$ cat config.mk
export PLATFORM = sky130hd
export DESIGN_NAME = ata_taskfile_builder_unit
export DESIGN_NICKNAME = d
export VERILOG_FILES = /design/src/sv/atb_pkg.sv /design/src/sv/ata_taskfile_builder_unit.sv
export SDC_FILE = /design/constraint.sdc
export NUM_CORES = 1
export LEC_CHECK = 0
export BUFFER_PORTS_ARGS = -buffer_cell sky130_fd_sc_hd__clkbuf_2
export CELL_PAD_IN_SITES_DETAIL_PLACEMENT = 0
export CELL_PAD_IN_SITES_GLOBAL_PLACEMENT = 1
export CORE_UTILIZATION = 45
export DETAILED_ROUTE_END_ITERATION = 6
export PLACE_DENSITY = 0.82
export REMOVE_ABC_BUFFERS = 1
export SETUP_SLACK_MARGIN = 0.4
export SLEW_MARGIN = 20
export SYNTH_ARGS = -nofsm -noshare
export SYNTH_HDL_FRONTEND = slang
export SYNTH_SLANG_ARGS = --single-unit
$ cat constraint.sdc
create_clock -name clk_i -period 5.7 [get_ports clk_i]
set_clock_uncertainty 0.05 [all_clocks]
set_input_delay 1.14 -clock clk_i [delete_from_list [all_inputs] [get_ports clk_i]]
set_output_delay 1.14 -clock clk_i [all_outputs]
set_load 0.03 [all_outputs]
$ cat src/sv/atb_pkg.sv
`timescale 1ns / 1ps
// Package for the ATA task-file builder: item structs, status and mode codes,
// ATA command bytes and the divide-by-63 reciprocal. No dependencies.
package atb_pkg;

  // Configuration port widths
  localparam int unsigned CFG_INDEX_W = 3;
  localparam int unsigned CFG_DATA_W  = 32;
  localparam int unsigned FLAGS_W     = 20;
  localparam int unsigned FLAG_BITS   = 5;

  // Register indexes
  localparam logic [CFG_INDEX_W-1:0] REG_DRIVE_FLAGS = 3'd0;
  localparam logic [CFG_INDEX_W-1:0] REG_SECTORS0    = 3'd1;

  // Flag bit positions inside one drive's group
  localparam int unsigned FLAG_PRESENT = 0;
  localparam int unsigned FLAG_ATA     = 1;
  localparam int unsigned FLAG_LBA     = 2;
  localparam int unsigned FLAG_SLAVE   = 3;
  localparam int unsigned FLAG_CHANNEL = 4;

  // Status codes
  localparam logic [1:0] ST_ISSUED    = 2'd0;
  localparam logic [1:0] ST_NO_DRIVE  = 2'd1;
  localparam logic [1:0] ST_RANGE     = 2'd2;
  localparam logic [1:0] ST_NON_ATA   = 2'd3;

  // Address modes
  localparam logic [1:0] MODE_CHS   = 2'd0;
  localparam logic [1:0] MODE_LBA28 = 2'd1;
  localparam logic [1:0] MODE_LBA48 = 2'd2;

  // Device select bases
  localparam logic [7:0] DEVSEL_CHS = 8'hA0;
  localparam logic [7:0] DEVSEL_LBA = 8'hE0;

  // ATA commands
  localparam logic [7:0] CMD_READ      = 8'h20;
  localparam logic [7:0] CMD_READ_EXT  = 8'h24;
  localparam logic [7:0] CMD_WRITE     = 8'h30;
  localparam logic [7:0] CMD_WRITE_EXT = 8'h34;
  localparam logic [7:0] CMD_FLUSH     = 8'hE7;
  localparam logic [7:0] CMD_FLUSH_EXT = 8'hEA;
  localparam logic [7:0] CMD_NONE      = 8'h00;

  // x / 63 for x below 2^28: floor(x * RECIP63 / 2^34), exact over that range
  localparam int unsigned LBA28_W   = 28;
  localparam int unsigned RECIP_W   = 29;
  localparam int unsigned PROD_W    = LBA28_W + RECIP_W;
  localparam int unsigned RECIP_SH  = 34;
  localparam int unsigned QUOT_W    = 22;
  localparam logic [RECIP_W-1:0] RECIP63 = 29'd272696337;
  localparam logic [7:0] SECTORS_PER_TRACK = 8'd63;

  typedef struct packed {
    logic        opcode;
    logic [7:0]  drive_index;
    logic [31:0] block_address;
    logic [7:0]  sector_count;
  } in_item_t;

  typedef struct packed {
    logic [1:0] status;
    logic       channel_select;
    logic [1:0] address_mode;
    logic [7:0] device_select;
    logic [7:0] count_byte;
    logic [7:0] addr_byte0;
    logic [7:0] addr_byte1;
    logic [7:0] addr_byte2;
    logic [7:0] addr_byte3;
    logic [7:0] command_code;
    logic [7:0] flush_code;
  } out_item_t;

endpackage

$ cat src/sv/ata_taskfile_builder_unit.sv
`timescale 1ns / 1ps
// ATA task-file builder: checks one sector request and builds its task-file.
// Depends on atb_pkg for item structs, codes and the divide-by-63 constant.
//
// Usage:
//   Requests enter on in_valid_i / in_stall_o / in_item_i; an item is taken at
//   a rising edge with in_valid_i high and in_stall_o low. Results leave on
//   out_valid_o / out_stall_i / out_item_o, one result per request, in order.
//   The drive table is written through cfg_we_i / cfg_index_i / cfg_data_i
//   while no request is in flight: index 0 holds the drive flags, indexes 1 to
//   DRIVE_COUNT the drive sizes in sectors.
//   out_valid_o rises once an item reaches the output stage register; one
//   item per cycle is sustained while the receiver does not stall. Stage one
//   does the lookup and the 33-bit range compare, stage two the 28 by 29 bit
//   reciprocal multiply for the CHS divide by 63, stage three the remainder
//   and the task-file bytes.
//   When the receiver stalls, the output stage holds its item and the earlier
//   stages keep filling until each holds an item; only then is in_stall_o
//   raised. Nothing is lost or repeated.
//   Reset clears all stage valid bits and the drive table to zero.
module ata_taskfile_builder_unit #(
  parameter int unsigned DRIVE_COUNT = 4
) (
  input  logic                                clk_i,
  input  logic                                rst_ni,
  input  logic                                cfg_we_i,
  input  logic [atb_pkg::CFG_INDEX_W-1:0]     cfg_index_i,
  input  logic [atb_pkg::CFG_DATA_W-1:0]      cfg_data_i,
  input  logic                                in_valid_i,
  output logic                                in_stall_o,
  input  atb_pkg::in_item_t                   in_item_i,
  output logic                                out_valid_o,
  input  logic                                out_stall_i,
  output atb_pkg::out_item_t                  out_item_o
);
  import atb_pkg::*;

  localparam int unsigned DRV_W = (DRIVE_COUNT > 1) ? $clog2(DRIVE_COUNT) : 1;

  // Drive table
  logic [FLAGS_W-1:0] flags_q;
  logic [31:0]        sectors_q [DRIVE_COUNT];

  always_ff @(posedge clk_i or negedge rst_ni) begin
    if (!rst_ni) begin
      flags_q <= '0;
    end else if (cfg_we_i && cfg_index_i == REG_DRIVE_FLAGS) begin
      flags_q <= cfg_data_i[FLAGS_W-1:0];
    end
  end

  for (genvar d = 0; d < DRIVE_COUNT; d++) begin : g_size
    always_ff @(posedge clk_i or negedge rst_ni) begin
      if (!rst_ni) begin
        sectors_q[d] <= '0;
      end else if (cfg_we_i &&
                   cfg_index_i == REG_SECTORS0 + CFG_INDEX_W'(d)) begin
        sectors_q[d] <= cfg_data_i;
      end
    end
  end

  // Handshake: a stage advances when the one after it is empty or advancing
  logic va_q, vb_q, vc_q;
  logic rdy_a, rdy_b, rdy_c;

  assign rdy_c      = !vc_q || !out_stall_i;
  assign rdy_b      = !vb_q || rdy_c;
  assign rdy_a      = !va_q || rdy_b;
  assign in_stall_o = !rdy_a;

  always_ff @(posedge clk_i or negedge rst_ni) begin
    if (!rst_ni) begin
      va_q <= 1'b0;
      vb_q <= 1'b0;
      vc_q <= 1'b0;
    end else begin
      if (rdy_a) va_q <= in_valid_i;
      if (rdy_b) vb_q <= va_q;
      if (rdy_c) vc_q <= vb_q;
    end
  end

  // Stage A: look up the drive, check it and pick the address mode
  logic [FLAG_BITS-1:0] drv_flags;
  logic [31:0]          drv_size;
  logic                 drv_ok;
  logic [32:0]          end_addr;
  logic [1:0]           status_d;
  logic [1:0]           mode_d;

  always_comb begin
    drv_flags = '0;
    drv_size  = '0;
    drv_ok    = 1'b0;
    for (int d = 0; d < DRIVE_COUNT; d++) begin
      if (in_item_i.drive_index == 8'(d)) begin
        drv_ok    = 1'b1;
        drv_flags = flags_q[FLAG_BITS*d +: FLAG_BITS];
        drv_size  = sectors_q[DRV_W'(d)];
      end
    end
    end_addr = {1'b0, in_item_i.block_address} + {25'd0, in_item_i.sector_count};
    if (!drv_ok || !drv_flags[FLAG_PRESENT]) begin
      status_d = ST_NO_DRIVE;
    end else if (!drv_flags[FLAG_ATA]) begin
      status_d = ST_NON_ATA;
    end else if (end_addr > {1'b0, drv_size}) begin
      status_d = ST_RANGE;
    end else begin
      status_d = ST_ISSUED;
    end
    if (in_item_i.block_address[31:LBA28_W] != '0) begin
      mode_d = MODE_LBA48;
    end else if (drv_flags[FLAG_LBA]) begin
      mode_d = MODE_LBA28;
    end else begin
      mode_d = MODE_CHS;
    end
  end

  logic [1:0]  a_status_q, a_mode_q;
  logic        a_chan_q, a_slave_q, a_wr_q;
  logic [31:0] a_lba_q;
  logic [7:0]  a_cnt_q;

  always_ff @(posedge clk_i) begin
    if (rdy_a) begin
      a_status_q <= status_d;
      a_mode_q   <= mode_d;
      a_chan_q   <= drv_flags[FLAG_CHANNEL];
      a_slave_q  <= drv_flags[FLAG_SLAVE];
      a_wr_q     <= in_item_i.opcode;
      a_lba_q    <= in_item_i.block_address;
      a_cnt_q    <= in_item_i.sector_count;
    end
  end

  // Stage B: quotient by 63 through the reciprocal
  logic [PROD_W-1:0] prod;
  assign prod = PROD_W'(a_lba_q[LBA28_W-1:0]) * PROD_W'(RECIP63);

  logic [1:0]        b_status_q, b_mode_q;
  logic              b_chan_q, b_slave_q, b_wr_q;
  logic [31:0]       b_lba_q;
  logic [7:0]        b_cnt_q;
  logic [QUOT_W-1:0] b_quot_q;

  always_ff @(posedge clk_i) begin
    if (rdy_b) begin
      b_status_q <= a_status_q;
      b_mode_q   <= a_mode_q;
      b_chan_q   <= a_chan_q;
      b_slave_q  <= a_slave_q;
      b_wr_q     <= a_wr_q;
      b_lba_q    <= a_lba_q;
      b_cnt_q    <= a_cnt_q;
      b_quot_q   <= prod[RECIP_SH +: QUOT_W];
    end
  end

  // Stage C: remainder and task-file bytes
  logic [7:0] q_times63;
  logic [7:0] sect;
  out_item_t  res_d;
  out_item_t  res_q;

  always_comb begin
    // remainder stays below 63, so the low byte is enough
    q_times63 = 8'(b_quot_q) * SECTORS_PER_TRACK;
    sect      = b_lba_q[7:0] - q_times63 + 8'd1;
    res_d                = '0;
    res_d.status         = b_status_q;
    if (b_status_q == ST_ISSUED) begin
      res_d.channel_select = b_chan_q;
      res_d.address_mode   = b_mode_q;
      res_d.count_byte     = b_cnt_q;
      case (b_mode_q)
        MODE_CHS: begin
          res_d.device_select = DEVSEL_CHS | {3'd0, b_slave_q, b_quot_q[3:0]};
          res_d.addr_byte0    = sect;
          res_d.addr_byte1    = b_quot_q[11:4];
          res_d.addr_byte2    = b_quot_q[19:12];
        end
        MODE_LBA28: begin
          res_d.device_select = DEVSEL_LBA | {3'd0, b_slave_q, b_lba_q[27:24]};
          res_d.addr_byte0    = b_lba_q[7:0];
          res_d.addr_byte1    = b_lba_q[15:8];
          res_d.addr_byte2    = b_lba_q[23:16];
        end
        default: begin
          res_d.device_select = DEVSEL_LBA | {3'd0, b_slave_q, 4'd0};
          res_d.addr_byte0    = b_lba_q[7:0];
          res_d.addr_byte1    = b_lba_q[15:8];
          res_d.addr_byte2    = b_lba_q[23:16];
          res_d.addr_byte3    = b_lba_q[31:24];
        end
      endcase
      if (b_mode_q == MODE_LBA48) begin
        res_d.command_code = b_wr_q ? CMD_WRITE_EXT : CMD_READ_EXT;
        res_d.flush_code   = b_wr_q ? CMD_FLUSH_EXT : CMD_NONE;
      end else begin
        res_d.command_code = b_wr_q ? CMD_WRITE : CMD_READ;
        res_d.flush_code   = b_wr_q ? CMD_FLUSH : CMD_NONE;
      end
    end
  end

  always_ff @(posedge clk_i) begin
    if (rdy_c) begin
      res_q <= res_d;
    end
  end

  assign out_valid_o = vc_q;
  assign out_item_o  = res_q;

endmodule

==> results of run 1 <==
power by group through the flow:
stage | clock [mW] | sequential [mW] | combinational (mW)
4_1_cts | 1.84 | 2.55 | 6.49
2_1_floorplan | 0 | 2.58 | 4.84
5_1_grt | 1.91 | 2.58 | 7.80
3_5_place_dp | 0 | 2.59 | 6.38
3_3_place_gp | 0 | 2.58 | 6.27
6_report | 1.80 | 2.55 | 6.94
worst max-delay path by stage:
stage / end / slack [ps] / cells past startpoint
2_1_floorplan: b_quot_q[14]$_DFFE_PP_ / 590 / 17
3_3_place_gp: b_quot_q[14]$_DFFE_PP_ / 250 / 17
3_5_place_dp: b_quot_q[14]$_DFFE_PP_ / 160 / 17
4_1_cts: b_quot_q[14]$_DFFE_PP_ / 400 / 16
5_1_grt: b_quot_q[14]$_DFFE_PP_ / 390 / 18
6_report: b_quot_q[14]$_DFFE_PP_ / 510 / 17
cell usage after synthesis, types with 3 or more instances:
library cell	n
or3_1	4
a21oi_1	52
nand2_1	70
o21ai_0	26
buf_4	13
xnor2_1	44
a22o_1	15
nand3_1	21
ha_1	231
buf_1	7
dfrtp_1	87
nor2b_1	9
clkbuf_1	20
nor4_1	3
nand4_1	20
and4_1	5
fa_1	75
o211ai_1	3
nor2_1	42
nor3_1	18
edfxtp_1	170
and3_1	16
o21ai_1	3
mux2i_1	7
o21a_1	5
a21o_1	25
mux4_2	5
and2_1	13
mux2_2	115
o21bai_1	9
inv_1	168
nand2b_1	10
xor2_1	19
a31oi_1	5
layer usage:
layer,global-route usage [%],vias to the layer above
met2,35.4,227
met5,0,-
li1,-,5309
met1,27.7,5409
met4,7.00,2
met3,3.70,65
area by class of cell:
type | count | area (um2)
inverters | 168 | 631
well taps | 504 | 631
repair buffers | 210 | 1230
flip-flops and latches | 257 | 7280
multi-input cells | 919 | 9230
clock inverters | 16 | 130
clock buffers | 36 | 803
fillers | 3150 | 16900
registers in the layout, indices dropped and copies added, names as in the netlist, 2 cells and up:
signal and cells:
a_cnt_q 8, a_mode_q 2, a_lba_q 32, b_quot_q 20, b_status_q 2, flags_q 20
b_cnt_q 8, a_status_q 2, b_mode_q 2, sectors_q 64, out_item_o 56, b_lba_q 32
kinds of logic (layout without fill, tap and decap cells):
| group | Yosys count | after routing | synth area share (%) |
|---|---|---|---|
| flops | 257 | 257 | 42.9 |
| buf+inv | 208 | 430 | 4.88 |
| simple gates | 246 | 246 | 7.53 |
| mux | 127 | 127 | 8.70 |
| compound gates | 171 | 171 | 6.93 |
| xor+xnor | 63 | 63 | 3.25 |
| other cells | 1 | 6 | 0.0221 |
| fa+ha+maj | 306 | 306 | 25.8 |
critical path, stage by stage, from the launching register on:
cell and delay [ps]:
edfxtp_1 490, buf_6 170, ha_4 150, fa_1 520
inv_1 80, fa_1 540, fa_2 480, fa_1 550
inv_1 70, ha_4 270, and2_4 170, nand3_2 110
nor4_4 220, buf_4 180, nor3_4 60, o31ai_4 330
nor4b_2 80, or3_1 380
what timing repair did:
| item | 4_1_cts | 5_1_grt |
|---|---|---|
| buffers inserted | 10 | 26 |
| setup endpoints to repair | 9 | 15 |
| hold buffers | 0 | 0 |
| hold endpoints to repair | 0 | 0 |
| gates resized for setup | 2 | 46 |
| pin swaps | 5 | 37 |
per-stage QoR:
step                worst slack [ps]  utilization, %
CTS                              403            52.8
global route                     394            54.1
detailed placement               156            50.0
global placement                 255            50.0
finish                           511            54.1
floorplan                        593               -
==> out/results.ini, run 1 <==
[sta]
finalSetupViolations = 0
rsz0062_at_grt = false
hold_violations = 0
min_period_ps = 5190
period_share_pct = 91.0
finalSetupTns_ps = 0
slew_headroom_pct = 36.1
tightest_slew_ps = 958
fmax_ghz = 0.193
hold-worst-slack_ps = 368
slew_viol_final = 0

[route]
wl_met2_um = 19400
routed.top_layer = met5
route.detailed.drc = 0
routedWlPerCell_um = 19.0
antenna_left = 0
totalWireLength_um = 40200
via_per_inst = 5.22
drt-met1-wl_um = 17600
drtIter0Drc = 385
vias = 11000
met3_length_um = 1800
first_pass_iters = 5

[floorplanning]
row_count = 70
fp.dieW_um = 196
fp.coreArea_um2 = 36900
start_util_pct = 46.1
die_height_um = 196
die-area_um2 = 38500
ios = 160

[power_and_ir_drop]
leakagePower_nw = 9.09
seqPwrFrac_pct = 22.6
p_comb_share_pct = 61.5
total_power_mw = 11.3
pwr-share-clk_pct = 15.9
p_int_mw = 6.57
switching_share_pct = 41.7
power_density_nw_per_um2 = 566
vdd_drop_max_uv = 711
power.switching_mw = 4.71

[clock_network]
clock-sinks = 257
cts_tree = built
cts-root-buf = clkbuf_16
clk_latency_ps = 560
cts_buffer_depth = 3
htreeDepth = 1
cts.clk_slew.worst_paths_ps = 60
cts_buffers = 28

[min_path]
min_from = a_mode_q[1]$_SDFFCE_PP1N_
min_to = b_mode_q[1]$_DFFE_PP_
hold_path_depth = 0
holdCritPathClass = reg -> reg

[cells_and_area]
layout_commonest_cell = ha_1
drive_gt1_share_pct = 27.3
final_cell_mix = 214 x ha_1, 170 x edfxtp_1, 161 x inv_1, 152 x clkbuf_2, 115 x mux2_2
area_growth_syn_to_layout_pct = 17.3
stdcell_count = 2110
nets = 1979
final_area_um2 = 19900
num_antenna_cells = 0

[global_routing]
grt_pass1_vias = 11300
grt_antenna_before_repair = 1
grt_max_degree = 88
gr-usage-all-layers_pct = 21.1
grt_pass1_wl_um = 62200
grt-ovfl-total = 0

[yosys]
syn_area_um2 = 17000
yosys.area.top_type_share_pct = 30.0
post_synth_num_cell_types = 66
ys_ff_latch = 257
ys_seq_area_share_pct = 42.9
synth.area.top_cells = edfxtp_1 30%, ha_1 17%, dfrtp_1 13%
synthCells = 1379
synth_warnings = 0
yosysTopAreaCell = edfxtp_1
ys.flop_type = edfxtp_1
synth-edff-count = 170
async_flop_share_pct = 33.9
syn_area_per_cell_um2 = 12.3

[setup_path]
rrSetupSlack_ps = 510
start_kind = register
reg2reg_to = b_quot_q[14]$_DFFE_PP_
crit_fanout = 5
end_kind = register
crit_required_ps = 5940
worstSetupPathType = reg -> reg
critPathLaunch = a_lba_q[25]$_DFFE_PN_
reg2reg_from = a_lba_q[25]$_DFFE_PN_
cp.arrival_ps = 5430
ff2ff_path_depth = 17

[placement]
placed_cells = 2022
gp_congestion = 0.922
io_buffers = 153
dpl.hpwl_um = 31700
place_area_um2 = 18400

[run]
maxCapViolations = 0

[outcome]
status = completed

(Power assumes the default switching activity.)
==> run 2, diff against run 1 <==
--- a/config.mk
+++ b/config.mk
@@ -10,7 +10,7 @@
 export CELL_PAD_IN_SITES_GLOBAL_PLACEMENT = 1
 export CORE_UTILIZATION = 45
 export DETAILED_ROUTE_END_ITERATION = 6
-export PLACE_DENSITY = 0.82
+export PLACE_DENSITY = 0.77
 export REMOVE_ABC_BUFFERS = 1
 export SETUP_SLACK_MARGIN = 0.4
 export SLEW_MARGIN = 20
==> out/results.ini, run 2 (synthesis results as in run 1) <==
[clock_network]
cts_buffers = 28  ; unchanged
clk_latency_ps = 580  ; +20 ps
cts-root-buf = clkbuf_16
htreeDepth = 1  ; unchanged
cts.clk_slew.worst_paths_ps = 70  ; about the same
cts_tree = built
cts_buffer_depth = 3  ; unchanged
clock-sinks = 257  ; unchanged

[setup_path]
end_kind = register
worstSetupPathType = reg -> reg
crit_fanout = 6  ; +1
rrSetupSlack_ps = 320  ; -190 ps
cp.arrival_ps = 5620  ; +190 ps
ff2ff_path_depth = 17  ; unchanged
reg2reg_to = b_quot_q[14]$_DFFE_PP_
crit_required_ps = 5940  ; about the same
start_kind = register
reg2reg_from = a_lba_q[21]$_DFFE_PN_
cp_cell_sequence = ha_4 -> inv_2 -> fa_1 -> inv_2 -> fa_1 -> fa_1 -> inv_2 -> fa_1 -> inv_2 -> ha_4 -> nand2_4 -> or3_4 -> nor4_4 -> nor3_4 -> o31ai_4 -> nor4b_2 -> or3_1
cp_slowest_cell = fa_1
slowest_delay_ps = 530  ; -20 ps

[placement]
gp_congestion = 0.907  ; -1.7%
placed_cells = 2020  ; -0.099%
io_buffers = 153  ; unchanged
dpl.hpwl_um = 31300  ; -1.2%

[sta]
hold_violations = 0  ; unchanged
rsz0062_at_grt = true
slew_headroom_pct = 33.9  ; -2.3 points
finalSetupTns_ps = 0  ; unchanged
period_share_pct = 94.4  ; +3.3 points
fmax_ghz = 0.186  ; -3.5%
finalSetupViolations = 0  ; unchanged
min_period_ps = 5380  ; +191 ps
tightest_slew_ps = 992  ; +33.8 ps
slew_viol_final = 0  ; unchanged

[cells_and_area]
final_cell_mix = 223 x ha_1, 170 x edfxtp_1, 164 x inv_1, 152 x clkbuf_2, 115 x mux2_2
num_antenna_cells = 0  ; unchanged
area_growth_syn_to_layout_pct = 16.3
layout_commonest_cell = ha_1
final_util_pct = 53.6  ; -0.46 points
largest_reg_flops = 64  ; unchanged
largest-register = sectors_q
nets = 1965  ; -0.71%
stdcell_count = 2094  ; -0.76%
drive_gt1_share_pct = 25.6  ; -1.7 points

[floorplanning]
fp.dieW_um = 196  ; unchanged
start_util_pct = 46.1  ; unchanged
ios = 160  ; unchanged
fp.coreArea_um2 = 36900  ; unchanged
die_height_um = 196  ; unchanged
row_count = 70  ; unchanged
die-area_um2 = 38500  ; unchanged

[route]
routedWlPerCell_um = 18.8  ; -1.1%
route.detailed.drc = 0  ; unchanged
drtIter0Drc = 474  ; +23%
vias = 10900  ; -0.85%
via_per_inst = 5.21  ; about the same
antenna_left = 0  ; unchanged
first_pass_iters = 5  ; unchanged
totalWireLength_um = 39400  ; -1.8%

[power_and_ir_drop]
total_power_mw = 10.9  ; -3.1%
leakagePower_nw = 9.04  ; -0.55%
vdd_drop_max_uv = 514  ; -28%
power_density_nw_per_um2 = 553  ; -2.2%

[global_routing]
grt_antenna_before_repair = 0  ; -1
grt_max_degree = 88  ; unchanged
grt-ovfl-total = 0  ; unchanged
grt_pass1_vias = 11400  ; +0.67%
gr-usage-all-layers_pct = 21.2  ; +0.045 points
grt_pass1_wl_um = 62400  ; +0.36%

[outcome]
status = completed

[min_path]
hold_path_depth = 0  ; unchanged
min_to = b_cnt_q[6]$_DFFE_PP_
min_from = a_cnt_q[6]$_DFFE_PN_
holdCritPathClass = reg -> reg

[run]
maxCapViolations = 0  ; unchanged

-- run 2: changes by cell type in the layout (fill, tap and decap cells not counted), moves of 4 or more --
cell,delta
buf_4,-11
bufinv_16,+4
clkinv_2,-4
ha_1,+9
ha_4,-8
-- run 2: through the flow --
step	area (um2)	hold WS (ps)	worst slack (ps)
4_1_cts	19500	371	387
3_5_place_dp	18400	355	198
6_report	19800	369	320
2_1_floorplan	16800	350	593
3_3_place_gp	18400	352	309
5_1_grt	19800	378	194
-- run 2: metal layers --
layer  track usage, %  share of wire [%]  up-vias
met4             6.37                3.3        0
met2             35.2                 47      234
met5                0                  0        -
li1                 -                  -     5274
met3             3.52                4.5       65
met1             28.3                 45     5345
-- run 2: worst max path at each step --
stage                           from                      to  slack, ps  depth (start not counted)
4_1_cts        a_lba_q[21]$_DFFE_PN_  b_quot_q[14]$_DFFE_PP_        390                         18
5_1_grt        a_lba_q[21]$_DFFE_PN_  b_quot_q[14]$_DFFE_PP_        190                         17
3_5_place_dp   a_lba_q[21]$_DFFE_PN_  b_quot_q[14]$_DFFE_PP_        200                         17
6_report       a_lba_q[21]$_DFFE_PN_  b_quot_q[14]$_DFFE_PP_        320                         17
2_1_floorplan  a_lba_q[21]$_DFFE_PN_  b_quot_q[14]$_DFFE_PP_        590                         17
3_3_place_gp   a_lba_q[21]$_DFFE_PN_  b_quot_q[14]$_DFFE_PP_        310                         17
-- run 2: power breakdown --
group	internal, mW	total, mW	switching (mW)
sequential	2.38	2.56	0.179
clock	1.17	1.91	0.743
combinational	3.00	6.46	3.47
total	6.54	10.9	4.39
-- run 2: layout make-up --
type,count,area (um2)
clock buffers,33,751
repair buffers,196,1100
clock inverters,17,228
fillers,3178,17100
multi-input cells,919,9140
flip-flops and latches,257,7280
well taps,504,631
inverters,168,631
-- run 2: repair_timing --
item | CTS | global route
setup endpoints to repair | 9 | 12
hold buffers | 0 | 0
setup buffers | 10 | 14
resized for setup | 7 | 29
endpoints found under the hold margin | 0 | 0
pin swaps | 5 | 31
-- run 2: critical path, delay by kind of cell, from the launching register on --
family	cells	cell delay, ps
adders and majority gates	6	2670
DFF	1	500
and+or+nand+nor	6	1410
AOI/OAI and AO/OA	1	290
buffers and inverters	4	170
